## src/sv/hfs_pkg.sv

```systemverilog
`default_nettype none

package hfs_pkg;

  // field widths fixed by the interface
  localparam int unsigned GATE_W  = 11;
  localparam int unsigned COUNT_W = 11;

  // free map is stored as words of this many gates
  localparam int unsigned WORD_W   = 32;
  localparam int unsigned WORD_LSB = 5;

  localparam logic [COUNT_W-1:0] COUNT_MAX = {COUNT_W{1'b1}};

  typedef enum logic [2:0] {
    ST_CLEAR,
    ST_IDLE,
    ST_FETCH,
    ST_TEST,
    ST_DONE
  } hfs_state_e;

  // controller to datapath
  typedef struct packed {
    logic clr_write;  // write an all-free word at the pointer, advance
    logic load;       // capture request, point at the limit's word
    logic step;       // move to the next lower word
    logic take;       // claim the found gate
    logic close;      // no free gate: close the block
    logic emit;       // move the result into the output register
  } hfs_cmd_t;

  // datapath to controller
  typedef struct packed {
    logic clr_last;
    logic closed;
    logic hit;
    logic ptr_zero;
  } hfs_status_t;

endpackage

`default_nettype wire

```

## src/sv/highest_free_slot_at_or_below.sv

```systemverilog
`default_nettype none

// channel   direction  handshake                 payload
// in        input      in_valid_i / in_stall_o   limit_gate_i
// out       output     out_valid_o / out_stall_i granted_o, gate_taken_o,
//                                                granted_total_o, closed_o
// cfg       input      cfg_we_i                  cfg_wdata_i (gate_count)
//
// one request at a time; a request scans the 32-gate words of the free map
// downward from the limit's word, one map read and one test per word, until
// its result is loaded; a request while closed goes straight to its result
// after reset a clearing pass writes all ceil((MAX_GATES+1)/32) words of the
// free map (33 by default), with in_stall_o high; cfg writes are taken meanwhile
// the next request is taken while a result waits in the output register; a
// finished result waits in the search unit until the output register frees up

module highest_free_slot_at_or_below
  import hfs_pkg::*;
#(
  parameter int unsigned MAX_GATES = 1024
) (
  input  wire logic               clk_i,
  input  wire logic               rst_ni,
  input  wire logic               cfg_we_i,
  input  wire logic [GATE_W-1:0]  cfg_wdata_i,
  input  wire logic               in_valid_i,
  output logic                    in_stall_o,
  input  wire logic [GATE_W-1:0]  limit_gate_i,
  output logic                    out_valid_o,
  input  wire logic               out_stall_i,
  output logic                    granted_o,
  output logic [GATE_W-1:0]       gate_taken_o,
  output logic [COUNT_W-1:0]      granted_total_o,
  output logic                    closed_o
);

  hfs_cmd_t    cmd;
  hfs_status_t status;

  // sequencer: clearing pass, word scan, result handoff
  hfs_ctrl u_ctrl (
    .clk_i       (clk_i),
    .rst_ni      (rst_ni),
    .in_valid_i  (in_valid_i),
    .in_stall_o  (in_stall_o),
    .out_valid_o (out_valid_o),
    .out_stall_i (out_stall_i),
    .status_i    (status),
    .cmd_o       (cmd)
  );

  // free map, word priority encoder, counter, closed flag, output register
  hfs_dp #(
    .MAX_GATES (MAX_GATES)
  ) u_dp (
    .clk_i           (clk_i),
    .rst_ni          (rst_ni),
    .cfg_we_i        (cfg_we_i),
    .cfg_wdata_i     (cfg_wdata_i),
    .limit_gate_i    (limit_gate_i),
    .cmd_i           (cmd),
    .status_o        (status),
    .granted_o       (granted_o),
    .gate_taken_o    (gate_taken_o),
    .granted_total_o (granted_total_o),
    .closed_o        (closed_o)
  );

endmodule

`default_nettype wire

```

## src/sv/hfs_ram.sv

```systemverilog
`default_nettype none

module hfs_ram #(
  parameter int unsigned WIDTH = 32,
  parameter int unsigned DEPTH = 33,
  parameter int unsigned AW    = (DEPTH > 1) ? $clog2(DEPTH) : 1
) (
  input  wire logic             clk_i,
  input  wire logic             we_i,
  input  wire logic [AW-1:0]    waddr_i,
  input  wire logic [WIDTH-1:0] wdata_i,
  input  wire logic [AW-1:0]    raddr_i,
  output logic      [WIDTH-1:0] rdata_o
);

  logic [WIDTH-1:0] mem [DEPTH];
  logic [WIDTH-1:0] rdata_q;

  always_ff @(posedge clk_i) begin
    if (we_i) begin
      mem[waddr_i] <= wdata_i;
    end
    rdata_q <= mem[raddr_i];
  end

  assign rdata_o = rdata_q;

endmodule

`default_nettype wire

```

## src/sv/hfs_dp.sv

```systemverilog
`default_nettype none

module hfs_dp
  import hfs_pkg::*;
#(
  parameter int unsigned MAX_GATES = 1024
) (
  input  wire logic               clk_i,
  input  wire logic               rst_ni,
  input  wire logic               cfg_we_i,
  input  wire logic [GATE_W-1:0]  cfg_wdata_i,
  input  wire logic [GATE_W-1:0]  limit_gate_i,
  input  wire hfs_cmd_t           cmd_i,
  output hfs_status_t             status_o,
  output logic                    granted_o,
  output logic [GATE_W-1:0]       gate_taken_o,
  output logic [COUNT_W-1:0]      granted_total_o,
  output logic                    closed_o
);

  // bit 0 of word 0 stands for gate 0, which never exists
  localparam int unsigned NWORDS = (MAX_GATES + WORD_W) / WORD_W;
  localparam int unsigned PTR_W  = (NWORDS > 1) ? $clog2(NWORDS) : 1;
  localparam logic [GATE_W-1:0] MAX_CLAMP =
    (MAX_GATES > 2047) ? {GATE_W{1'b1}} : GATE_W'(MAX_GATES);
  localparam logic [PTR_W-1:0] LAST_WORD = PTR_W'(NWORDS - 1);

  logic [GATE_W-1:0]   gate_count_q;
  logic [PTR_W-1:0]    ptr_q, ptr_d;
  logic [WORD_LSB-1:0] pos_q;
  logic                first_q;
  logic [COUNT_W-1:0]  count_q;
  logic                closed_q;
  logic                res_grant_q;
  logic [GATE_W-1:0]   res_gate_q;

  logic                out_grant_q;
  logic [GATE_W-1:0]   out_gate_q;
  logic [COUNT_W-1:0]  out_total_q;
  logic                out_closed_q;

  logic [GATE_W-1:0]   eff_n;
  logic [GATE_W-1:0]   lim_c;
  logic [WORD_W-1:0]   rdata;
  logic [WORD_W-1:0]   mask;
  logic [WORD_W-1:0]   cand;
  logic [WORD_LSB-1:0] hit_idx;
  logic                hit;
  logic                ram_we;
  logic [WORD_W-1:0]   ram_wdata;
  logic [GATE_W-1:0]   hit_gate;

  // clamp the limit to the gates in use
  always_comb begin
    eff_n = (gate_count_q > MAX_CLAMP) ? MAX_CLAMP : gate_count_q;
    lim_c = (limit_gate_i > eff_n) ? eff_n : limit_gate_i;
  end

  // free bits at or below the limit in the current word
  always_comb begin
    mask = first_q ? ({WORD_W{1'b1}} >> ~pos_q) : {WORD_W{1'b1}};
    if (ptr_q == '0) begin
      mask[0] = 1'b0;
    end
    cand    = rdata & mask;
    hit     = |cand;
    hit_idx = '0;
    for (int i = 0; i < WORD_W; i++) begin
      if (cand[i]) begin
        hit_idx = WORD_LSB'(i);
      end
    end
    hit_gate = GATE_W'({ptr_q, hit_idx});
  end

  always_comb begin
    ram_we    = cmd_i.clr_write | cmd_i.take;
    ram_wdata = {WORD_W{1'b1}};
    if (cmd_i.take) begin
      ram_wdata = rdata & ~(WORD_W'(1) << hit_idx);
    end
  end

  always_comb begin
    ptr_d = ptr_q;
    if (cmd_i.clr_write) begin
      ptr_d = ptr_q + 1'b1;
    end else if (cmd_i.load) begin
      ptr_d = PTR_W'(lim_c[GATE_W-1:WORD_LSB]);
    end else if (cmd_i.step) begin
      ptr_d = ptr_q - 1'b1;
    end
  end

  hfs_ram #(
    .WIDTH (WORD_W),
    .DEPTH (NWORDS)
  ) u_map (
    .clk_i   (clk_i),
    .we_i    (ram_we),
    .waddr_i (ptr_q),
    .wdata_i (ram_wdata),
    .raddr_i (ptr_q),
    .rdata_o (rdata)
  );

  always_ff @(posedge clk_i or negedge rst_ni) begin
    if (!rst_ni) begin
      gate_count_q <= GATE_W'(1024);
      ptr_q        <= '0;
      count_q      <= '0;
      closed_q     <= 1'b0;
    end else begin
      if (cfg_we_i) begin
        gate_count_q <= cfg_wdata_i;
      end
      ptr_q <= ptr_d;
      if (cmd_i.take && count_q != COUNT_MAX) begin
        count_q <= count_q + 1'b1;
      end
      if (cmd_i.close) begin
        closed_q <= 1'b1;
      end
    end
  end

  always_ff @(posedge clk_i) begin
    if (cmd_i.load) begin
      pos_q       <= lim_c[WORD_LSB-1:0];
      first_q     <= 1'b1;
      res_grant_q <= 1'b0;
      res_gate_q  <= '0;
    end else if (cmd_i.step) begin
      first_q <= 1'b0;
    end
    if (cmd_i.take) begin
      res_grant_q <= 1'b1;
      res_gate_q  <= hit_gate;
    end
    if (cmd_i.emit) begin
      out_grant_q  <= res_grant_q;
      out_gate_q   <= res_gate_q;
      out_total_q  <= count_q;
      out_closed_q <= closed_q;
    end
  end

  assign status_o.clr_last = (ptr_q == LAST_WORD);
  assign status_o.closed   = closed_q;
  assign status_o.hit      = hit;
  assign status_o.ptr_zero = (ptr_q == '0);

  assign granted_o       = out_grant_q;
  assign gate_taken_o    = out_gate_q;
  assign granted_total_o = out_total_q;
  assign closed_o        = out_closed_q;

endmodule

`default_nettype wire

```

## src/sv/hfs_ctrl.sv

```systemverilog
`default_nettype none

module hfs_ctrl
  import hfs_pkg::*;
(
  input  wire logic        clk_i,
  input  wire logic        rst_ni,
  input  wire logic        in_valid_i,
  output logic             in_stall_o,
  output logic             out_valid_o,
  input  wire logic        out_stall_i,
  input  wire hfs_status_t status_i,
  output hfs_cmd_t         cmd_o
);

  hfs_state_e state_q, state_d;
  logic       out_valid_q, out_valid_d;

  always_ff @(posedge clk_i or negedge rst_ni) begin
    if (!rst_ni) begin
      state_q     <= ST_CLEAR;
      out_valid_q <= 1'b0;
    end else begin
      state_q     <= state_d;
      out_valid_q <= out_valid_d;
    end
  end

  always_comb begin
    state_d    = state_q;
    cmd_o      = '0;
    in_stall_o = 1'b1;
    unique case (state_q)
      ST_CLEAR: begin
        cmd_o.clr_write = 1'b1;
        if (status_i.clr_last) begin
          state_d = ST_IDLE;
        end
      end
      ST_IDLE: begin
        in_stall_o = 1'b0;
        if (in_valid_i) begin
          cmd_o.load = 1'b1;
          state_d    = status_i.closed ? ST_DONE : ST_FETCH;
        end
      end
      ST_FETCH: begin
        state_d = ST_TEST;
      end
      ST_TEST: begin
        if (status_i.hit) begin
          cmd_o.take = 1'b1;
          state_d    = ST_DONE;
        end else if (status_i.ptr_zero) begin
          cmd_o.close = 1'b1;
          state_d     = ST_DONE;
        end else begin
          cmd_o.step = 1'b1;
          state_d    = ST_FETCH;
        end
      end
      ST_DONE: begin
        if (!out_valid_q || !out_stall_i) begin
          cmd_o.emit = 1'b1;
          state_d    = ST_IDLE;
        end
      end
      default: begin
        state_d = ST_CLEAR;
      end
    endcase

    out_valid_d = out_valid_q;
    if (cmd_o.emit) begin
      out_valid_d = 1'b1;
    end else if (!out_stall_i) begin
      out_valid_d = 1'b0;
    end
  end

  assign out_valid_o = out_valid_q;

endmodule

`default_nettype wire

```

## config.mk

```make
export PLATFORM = sky130hd
export DESIGN_NAME = highest_free_slot_at_or_below
export DESIGN_NICKNAME = d
export VERILOG_FILES = /design/src/sv/hfs_pkg.sv /design/src/sv/highest_free_slot_at_or_below.sv /design/src/sv/hfs_ram.sv /design/src/sv/hfs_dp.sv /design/src/sv/hfs_ctrl.sv
export SDC_FILE = /design/constraint.sdc
export NUM_CORES = 1
export LEC_CHECK = 0
export BUFFER_PORTS_ARGS = -buffer_cell sky130_fd_sc_hd__buf_2
export CORE_MARGIN = 1
export CORE_UTILIZATION = 64
export DETAILED_ROUTE_END_ITERATION = 6
export PLACE_DENSITY = 0.86
export SYNTH_ARGS = -nofsm -noshare
export SYNTH_HDL_FRONTEND = slang
export SYNTH_SLANG_ARGS = --single-unit
```

## constraint.sdc

```tcl
create_clock -name clk_i -period 10.3 [get_ports clk_i]
set_input_delay 0.515 -clock clk_i [delete_from_list [all_inputs] [get_ports clk_i]]
set_output_delay 0.515 -clock clk_i [all_outputs]
set_load 0.03 [all_outputs]
```

# --- Yosys cells after proc, flatten, opt, wreduce, memory -nomap -nowiden ---
# Memory sizes are Yosys's and may differ from the RTL's. A register that Yosys moved wholly into a read port is not among the register bits.
# Cells that the tools add are included.
word_totals:
  regBits: 75
  ramBits: 1056
  in_bits: 27
  out_inout_bits: 26
  elab_cells: 111
  mem_count: 1
classes:
  addsub: 3
  n_lt_le_gt_ge: 2
  eq_ne: 10
  shifts: 2
  n_mux: 64
  bitwise_logic: 5
  reduce_logical: 10
memory_table:
  columns: ["name", "words", "word_bits", "rd", "rd_ports_with_merged_regs", "wr", "line_no", "text"]
  rows:
  - ["u_dp.u_map.mem", 33, 32, 1, 1, 1, "hfs_ram.sv:16", "logic [WIDTH-1:0] mem [DEPTH];"]
op_table:
  columns: ["cell", "count"]
  rows:
  - ["two-way mux 5 bit", 16]
  - ["AND 32 bit", 2]
  - ["two-way mux 32 bit", 2]
  - ["two-way mux 11 bit", 4]
  - ["two-way mux 3 bit", 11]
  - ["two-way mux 4 bit", 8]
  - ["inverter 32 bit", 1]
  - ["OR reduction 32 bit", 1]
  - ["<< shifter 1 x 5 -> 32 bit, first input constant", 1]
  - [">> shifter 32 x 5 -> 32 bit, first input constant", 1]
  - ["two-way mux 6 bit", 3]
  - ["two-way mux 1 bit", 17]
  - ["one-hot mux 3 bit (5 select lines)", 1]
  - ["adder 11 x 1 -> 11 bit, second input constant", 1]
  - ["> comparator 11 bit", 1]
  - ["> comparator 11 bit, second input constant", 1]
  - ["inequality test 11 bit, second input constant", 1]
  - ["adder 6 x 1 -> 6 bit, second input constant", 1]
  - ["equality test 3 x 2 -> 1 bit, second input constant", 2]
  - ["equality test 6 bit, second input constant", 1]
  - ["logical NOT 6 bit", 1]
  - ["subtractor 6 x 1 -> 6 bit, second input constant", 1]
  - ["inverter 5 bit", 1]
  - ["two-way mux 2 bit", 2]
  - ["12 further kinds", 15]

# --- Longest topological paths before layout ---
logic_depth:
  ltp_word: 40
  ltp_mapped: 13

# --- Hierarchy ---
# Synthesis repeated with hierarchy kept, for this count alone.
hier_totals:
  hier_cells: 2748
  hier_area_um2: 46973.8
modules_own_cells:
  columns: ["module", "n_inst", "cells_each", "area_per_inst_um2"]
  rows:
  - ["hfs_ram", 1, 2207, 41776.3]
  - ["hfs_dp", 1, 509, 4917.2]
  - ["hfs_ctrl", 1, 32, 280.3]

# --- Least setup slack after synthesis ---
# No wires, ideal clock.
synth_timing:
  kind: "register to register"
  from: "reg u_dp.ptr_q[1]"
  to: "mem u_dp.u_map.mem[32][0] (enable)"
  arrival_ns: 5.141
  t_required_ns: 9.799
  setup_slack_ns: 4.657
  stages_incl_launch_ff: 10
  path_buffers: 1
  path_cell_list: "dfrtp_1 > clkbuf_1 > clkinv_1 > ha_1 > and3_1 > o21ai_0 > nor3_4 > a31oi_2 > nor2_1 > nor4_1"
synth_via:
  elab_chain_cells: 9
synth_rtl:
  columns: ["element", "line_no", "text"]
  rows:
  - ["start: declaration", "hfs_dp.sv:29", "logic [PTR_W-1:0] ptr_q, ptr_d;"]
  - ["start signal: assignment", "hfs_dp.sv:117", "ptr_q <= ptr_d;"]
  - ["logical NOT 6 bit", "hfs_dp.sv:62", "if (ptr_q == '0) begin"]
  - ["two-way mux 1 bit", "hfs_dp.sv:62", null]
  - ["AND 32 bit", "hfs_dp.sv:65", "cand = rdata & mask;"]
  - ["OR reduction 32 bit", "hfs_dp.sv:66", "hit = |cand;"]
  - ["two-way mux 1 bit", "hfs_ctrl.sv:51", "if (status_i.hit) begin"]
  - ["two-way mux 3 bit", "hfs_ctrl.sv:33", "unique case (state_q)"]
  - ["bitwise OR 1 bit", "hfs_dp.sv:77", "ram_we = cmd_i.clr_write | cmd_i.take;"]
  - ["two-way mux 1 bit", "hfs_ram.sv:20", "if (we_i) begin"]
  - ["two-way mux 1 bit (implied by the code)", "hfs_ram.sv:21", "mem[waddr_i] <= wdata_i;"]
  - ["end: declaration", "hfs_ram.sv:16", null]
# Several ways; a longest one is shown, not always the timed one.

# --- Final worst setup path ---
layout_timing:
  from: "reg u_dp.first_q"
  to: "mem u_dp.u_map.mem[24][27] (data pin)"
layout_via:
  elab_chain_cells: 37
layout_rtl:
  columns: ["element", "line_no", "text"]
  rows:
  - ["start: declaration", "hfs_dp.sv:31", "logic first_q;"]
  - ["start signal: assignment", "hfs_dp.sv:130", "first_q <= 1'b1;"]
  - ["start signal: assignment", "hfs_dp.sv:134", "first_q <= 1'b0;"]
  - ["two-way mux 32 bit (*)", "hfs_dp.sv:61", "mask = first_q ? ({WORD_W{1'b1}} >> ~pos_q) : {WORD_W{1'b1}};"]
  - ["AND 32 bit (*)", "hfs_dp.sv:65", null]
  - ["two-way mux 1 bit", "hfs_dp.sv:69", "if (cand[i]) begin"]
  - ["two-way mux 2 bit (2 in a row)", "hfs_dp.sv:69", null]
  - ["two-way mux 3 bit (4 in a row)", "hfs_dp.sv:69", null]
  - ["two-way mux 4 bit (8 in a row)", "hfs_dp.sv:69", null]
  - ["two-way mux 5 bit (16 in a row)", "hfs_dp.sv:69", null]
  - ["<< shifter 1 x 5 -> 32 bit", "hfs_dp.sv:80", "ram_wdata = rdata & ~(WORD_W'(1) << hit_idx);"]
  - ["inverter 32 bit", "hfs_dp.sv:80", null]
  - ["AND 32 bit", "hfs_dp.sv:80", null]
  - ["two-way mux 32 bit (*)", "hfs_dp.sv:79", "if (cmd_i.take) begin"]
  - ["net u_dp.ram_wdata[27]", "hfs_dp.sv:50", "logic [WORD_W-1:0] ram_wdata;"]
# Mark *: on every way through the listed nets, which the timed path passes. The rest lies on a longest branch.

==> out/metrics.yaml <==
logic_synthesis:
  synth_top_family_by_area: "compound AO/OA/AOI/OAI gates"
  synthMuxAreaShare_pct: 0.514
  synthesis.area_um2: 43800
  synthDistinctLibCells: 75
  synth_compound_area_share_pct: 13.8
  synth-edff-count: 1096
  ys_async_sr_fraction_pct: 2.84
  yosysSeqAreaShare_pct: 78.6
  synth_area_leaders: "edfxtp_1 (75%), a22oi_1 (6.5%), dfrtp_1 (1.8%), dfxtp_1 (1.6%), a221oi_1 (1.5%)"
  synthCells: 2636
  synth_top_area_share_pct: 75.1
  yosys.area_share.adder_pct: 0.428
  synth_simple_gate_area_share_pct: 4.61
  ys.warnings.count: 0
  syn-num-nets: 2678
  synthFlopType: "edfxtp_1"
  yosys.area.top_type: "edfxtp_1"
  synth_seq_cells: 1163
  avgSynthCellArea_um2: 16.6
  synth_xor_area_share_pct: 0.220
worst_hold_path:
  hold_path.class: "input pin to flop"
critical_path:
  end_kind: "flop"
  cp-start-kind: "flop"
  cpMostUsedCell: "a21oi_2"
  arrival_ns: 5.25
  critPathKind: "flop to flop"
  crit_buf_inv: 0
  crit_required_ns: 10.57
  cpLargestDelayFamily: "compound AO/OA/AOI/OAI gates"
  crit_fanout: 33
  critPathMaxStageDelay_ns: 1.15
  slowest_stage: "a21oi_2"
  cp_cell_sequence: "nor2b_1 > o22ai_1 > a22o_1 > or3b_4 > a2111oi_4 > a21oi_2 > and2_1 > a21oi_2"
timing:
  skew_ns: 0.0405
  worstMarginPinSlew_ns: 1.50
  fin_hold_ws_ns: 0.0605
  slew_viol_final: 0
  setup-violations-final: 0
  hold_violations: 0
  tns_ns: 0
  relSlewSlack_pct: 0.0382
  fin_crit_sh_pct: 48.4
  rsz0062_at_grt: "false"
  min_period_ns: 4.98
  fin_ws_ns: 5.32
  max_freq_mhz: 201
final_layout:
  n_antenna_cell: 0
  drive_above_1_share_pct: 13.0
  final_cell_mix: "edfxtp_1 (1096), a22oi_1 (377), clkbuf_16 (109), nand4_1 (98), nor2_1 (88)"
  multi_input_area_um2: 8970
  final_nets: 2724
  fillers: 3713
  layout_commonest_cell: "edfxtp_1"
  area_delta_synth_final_pct: 11.3
  instances_no_fill: 3647
  ff_latch_area_um2: 34400
detailed_routing:
  vias_per_cell: 7.42
  ant_nets: 0
  drc: 2
  firstDrtPassIters: 7
  routed_wl_mm: 116
  wl_per_cell_um: 31.9
  vias: 27046
  drt_iter0_drc: 4251
die:
  die_area_um2: 69500
  die_y_um: 264
  core-area_um2: 67400
  fp.dieW_um: 264
  io_pins: 53
  rows: 95
  start_util_pct: 65.0
clocking:
  numCtsBuffers: 108
  cts.htree.levels: 3
  clk_latency_ns: 0.70
  cts-root-buf: "clkbuf_16"
  cts_buffer_depth: 3
  cts_num_sinks: 1163
  post_cts_resized: 0
  cts_tree: "yes"
  clk_pin_slew_ns: 0.06
power:
  max-vdd-ir-drop_v: 0.000312
  fin_total_pwr_mw: 13.6
  p_per_area_nw_per_um2: 279
  p_leak_nw: 15.3
place:
  io_buffers: 52
  dp_slack_ns: 5.48
  gp_congestion: 0.961
  dp_hpwl_mm: 61.2
  place_inst: 3444
grt:
  overflow: 0
  grt.total_usage_pct: 33.2
  grt_max_degree: 129
  antenna_found_initial: 4
  grt_pass1_wl_mm: 168
  first_global_vias: 26427
outcome:
  failed_checks: "DRC, capacitance limit"
  outcome: "finished with violations"
run:
  max_cap_viol_count: 1
metrics by stage:
step / utilization (%) / instance area, um2
after floorplan: - / 43800
after CTS: 72.3 / 48700
after detailed placement: 67.3 / 45300
after global placement: 67.3 / 45300
final: 72.3 / 48700
after global routing: 72.3 / 48700
state kept, by name, indices dropped and copies added (netlist names):
register and cells:
u_dp.u_map.mem 1056, u_dp.u_map.rdata_o 32, u_dp.count_q 11, u_dp.gate_count_q 11, u_dp.gate_taken_o 11, u_dp.granted_total_o 11
u_dp.res_gate_q 11, u_dp.ptr_q 6, u_dp.pos_q 5, u_ctrl.state_q 3, u_ctrl.out_valid_o 1, u_dp.closed_o 1
u_dp.closed_q 1, u_dp.first_q 1, u_dp.granted_o 1, u_dp.res_grant_q 1
layer usage:
layer,GRT usage (%),up-vias,part of all wire [%]
met2,53.2,2440,48
li1,-,10943,-
met4,14.6,7,4.5
met5,0,-,0.052
met1,44.4,13258,34
met3,7.24,398,13
worst reg2reg max path, stage by stage, from the launching register on:
cell	delay, ns
dfxtp_1	0.89
nor2b_1	0.77
o22ai_1	0.17
a22o_1	0.26
or3b_4	0.40
a2111oi_4	0.36
a21oi_2	0.18
and2_1	0.40
a21oi_2	1.15
layout make-up:
class / count / share of cell area (%)
inverter: 32 / 0.246
clock inverter: 66 / 1.12
sequential: 1163 / 70.6
multi-input combinational: 1269 / 18.4
clock buffer: 136 / 5.82
tap: 873 / 2.24
timing repair buffer: 108 / 1.56
worst paths after layout:
check | startpoint | endpoint | slack (ns) | cells past startpoint
setup / recovery | u_dp.first_q$_SDFFE_PP1P_ | u_dp.u_map.mem[24][27]$_DFFE_PP_ | 5.32 | 8
hold / removal | cfg_wdata_i[10] | u_dp.gate_count_q[10]$_DFFE_PN1P_ | 0.06 | 3
setup reg to reg | u_dp.first_q$_SDFFE_PP1P_ | u_dp.u_map.mem[24][27]$_DFFE_PP_ | 5.32 | 8
hold reg to reg | u_dp.res_gate_q[9]$_SDFFCE_PN0P_ | u_dp.gate_taken_o[9]$_DFFE_PP_ | 0.42 | 0
max in group asynchronous | rst_ni | u_dp.ptr_q[5]$_DFFE_PN0P_ | 9.24 | 2
min in group asynchronous | rst_ni | u_dp.gate_count_q[3]$_DFFE_PN0P_ | 0.48 | 2
cells by family after synthesis:
kind of cell | after synthesis
adder cells (fa/ha/maj) | 15
flip-flops | 1163
XOR/XNOR | 11
multiplexers | 21
AND/OR/NAND/NOR | 386
buffers and inverters | 204
AO/OA/AOI/OAI | 836
where the power goes:
part | internal (mW) | total (mW) | switching (mW)
registers | 5.78 | 6.01 | 0.237
logic | 0.991 | 3.76 | 2.77
clock network | 2.09 | 3.81 | 1.72
total | 8.86 | 13.6 | 4.72
repair_timing:
action / CTS / global route
hold endpoints to repair: 32 / 0
endpoints found under the setup margin: 0 / 0
hold buffers: 1 / 0
buffers inserted: 0 / 0
synthesized netlist by cell type, drive strengths merged (5+ instances only):
library cell and count:
a21oi 100, mux2 12, nand4b 8, o22ai 10, clkbuf 132, o211ai 6, nor2 120, or4b 5
ha 15, o21ai 90, dfxtp 34, a31oi 48, nand2b 7, nor4 5, nand4 98, nor2b 8
mux2i 9, nand2 61, or3b 5, o21a 8, or2 6, edfxtp 1096, nor3 8, a22o 71
and3 8, a22oi 377, inv 31, buf 40, a21o 6, nand3 21, or3 5, xnor2 7
a221oi 75, and2 8, dfrtp 32, a32oi 7
Power figures use the tool's default switching activity.
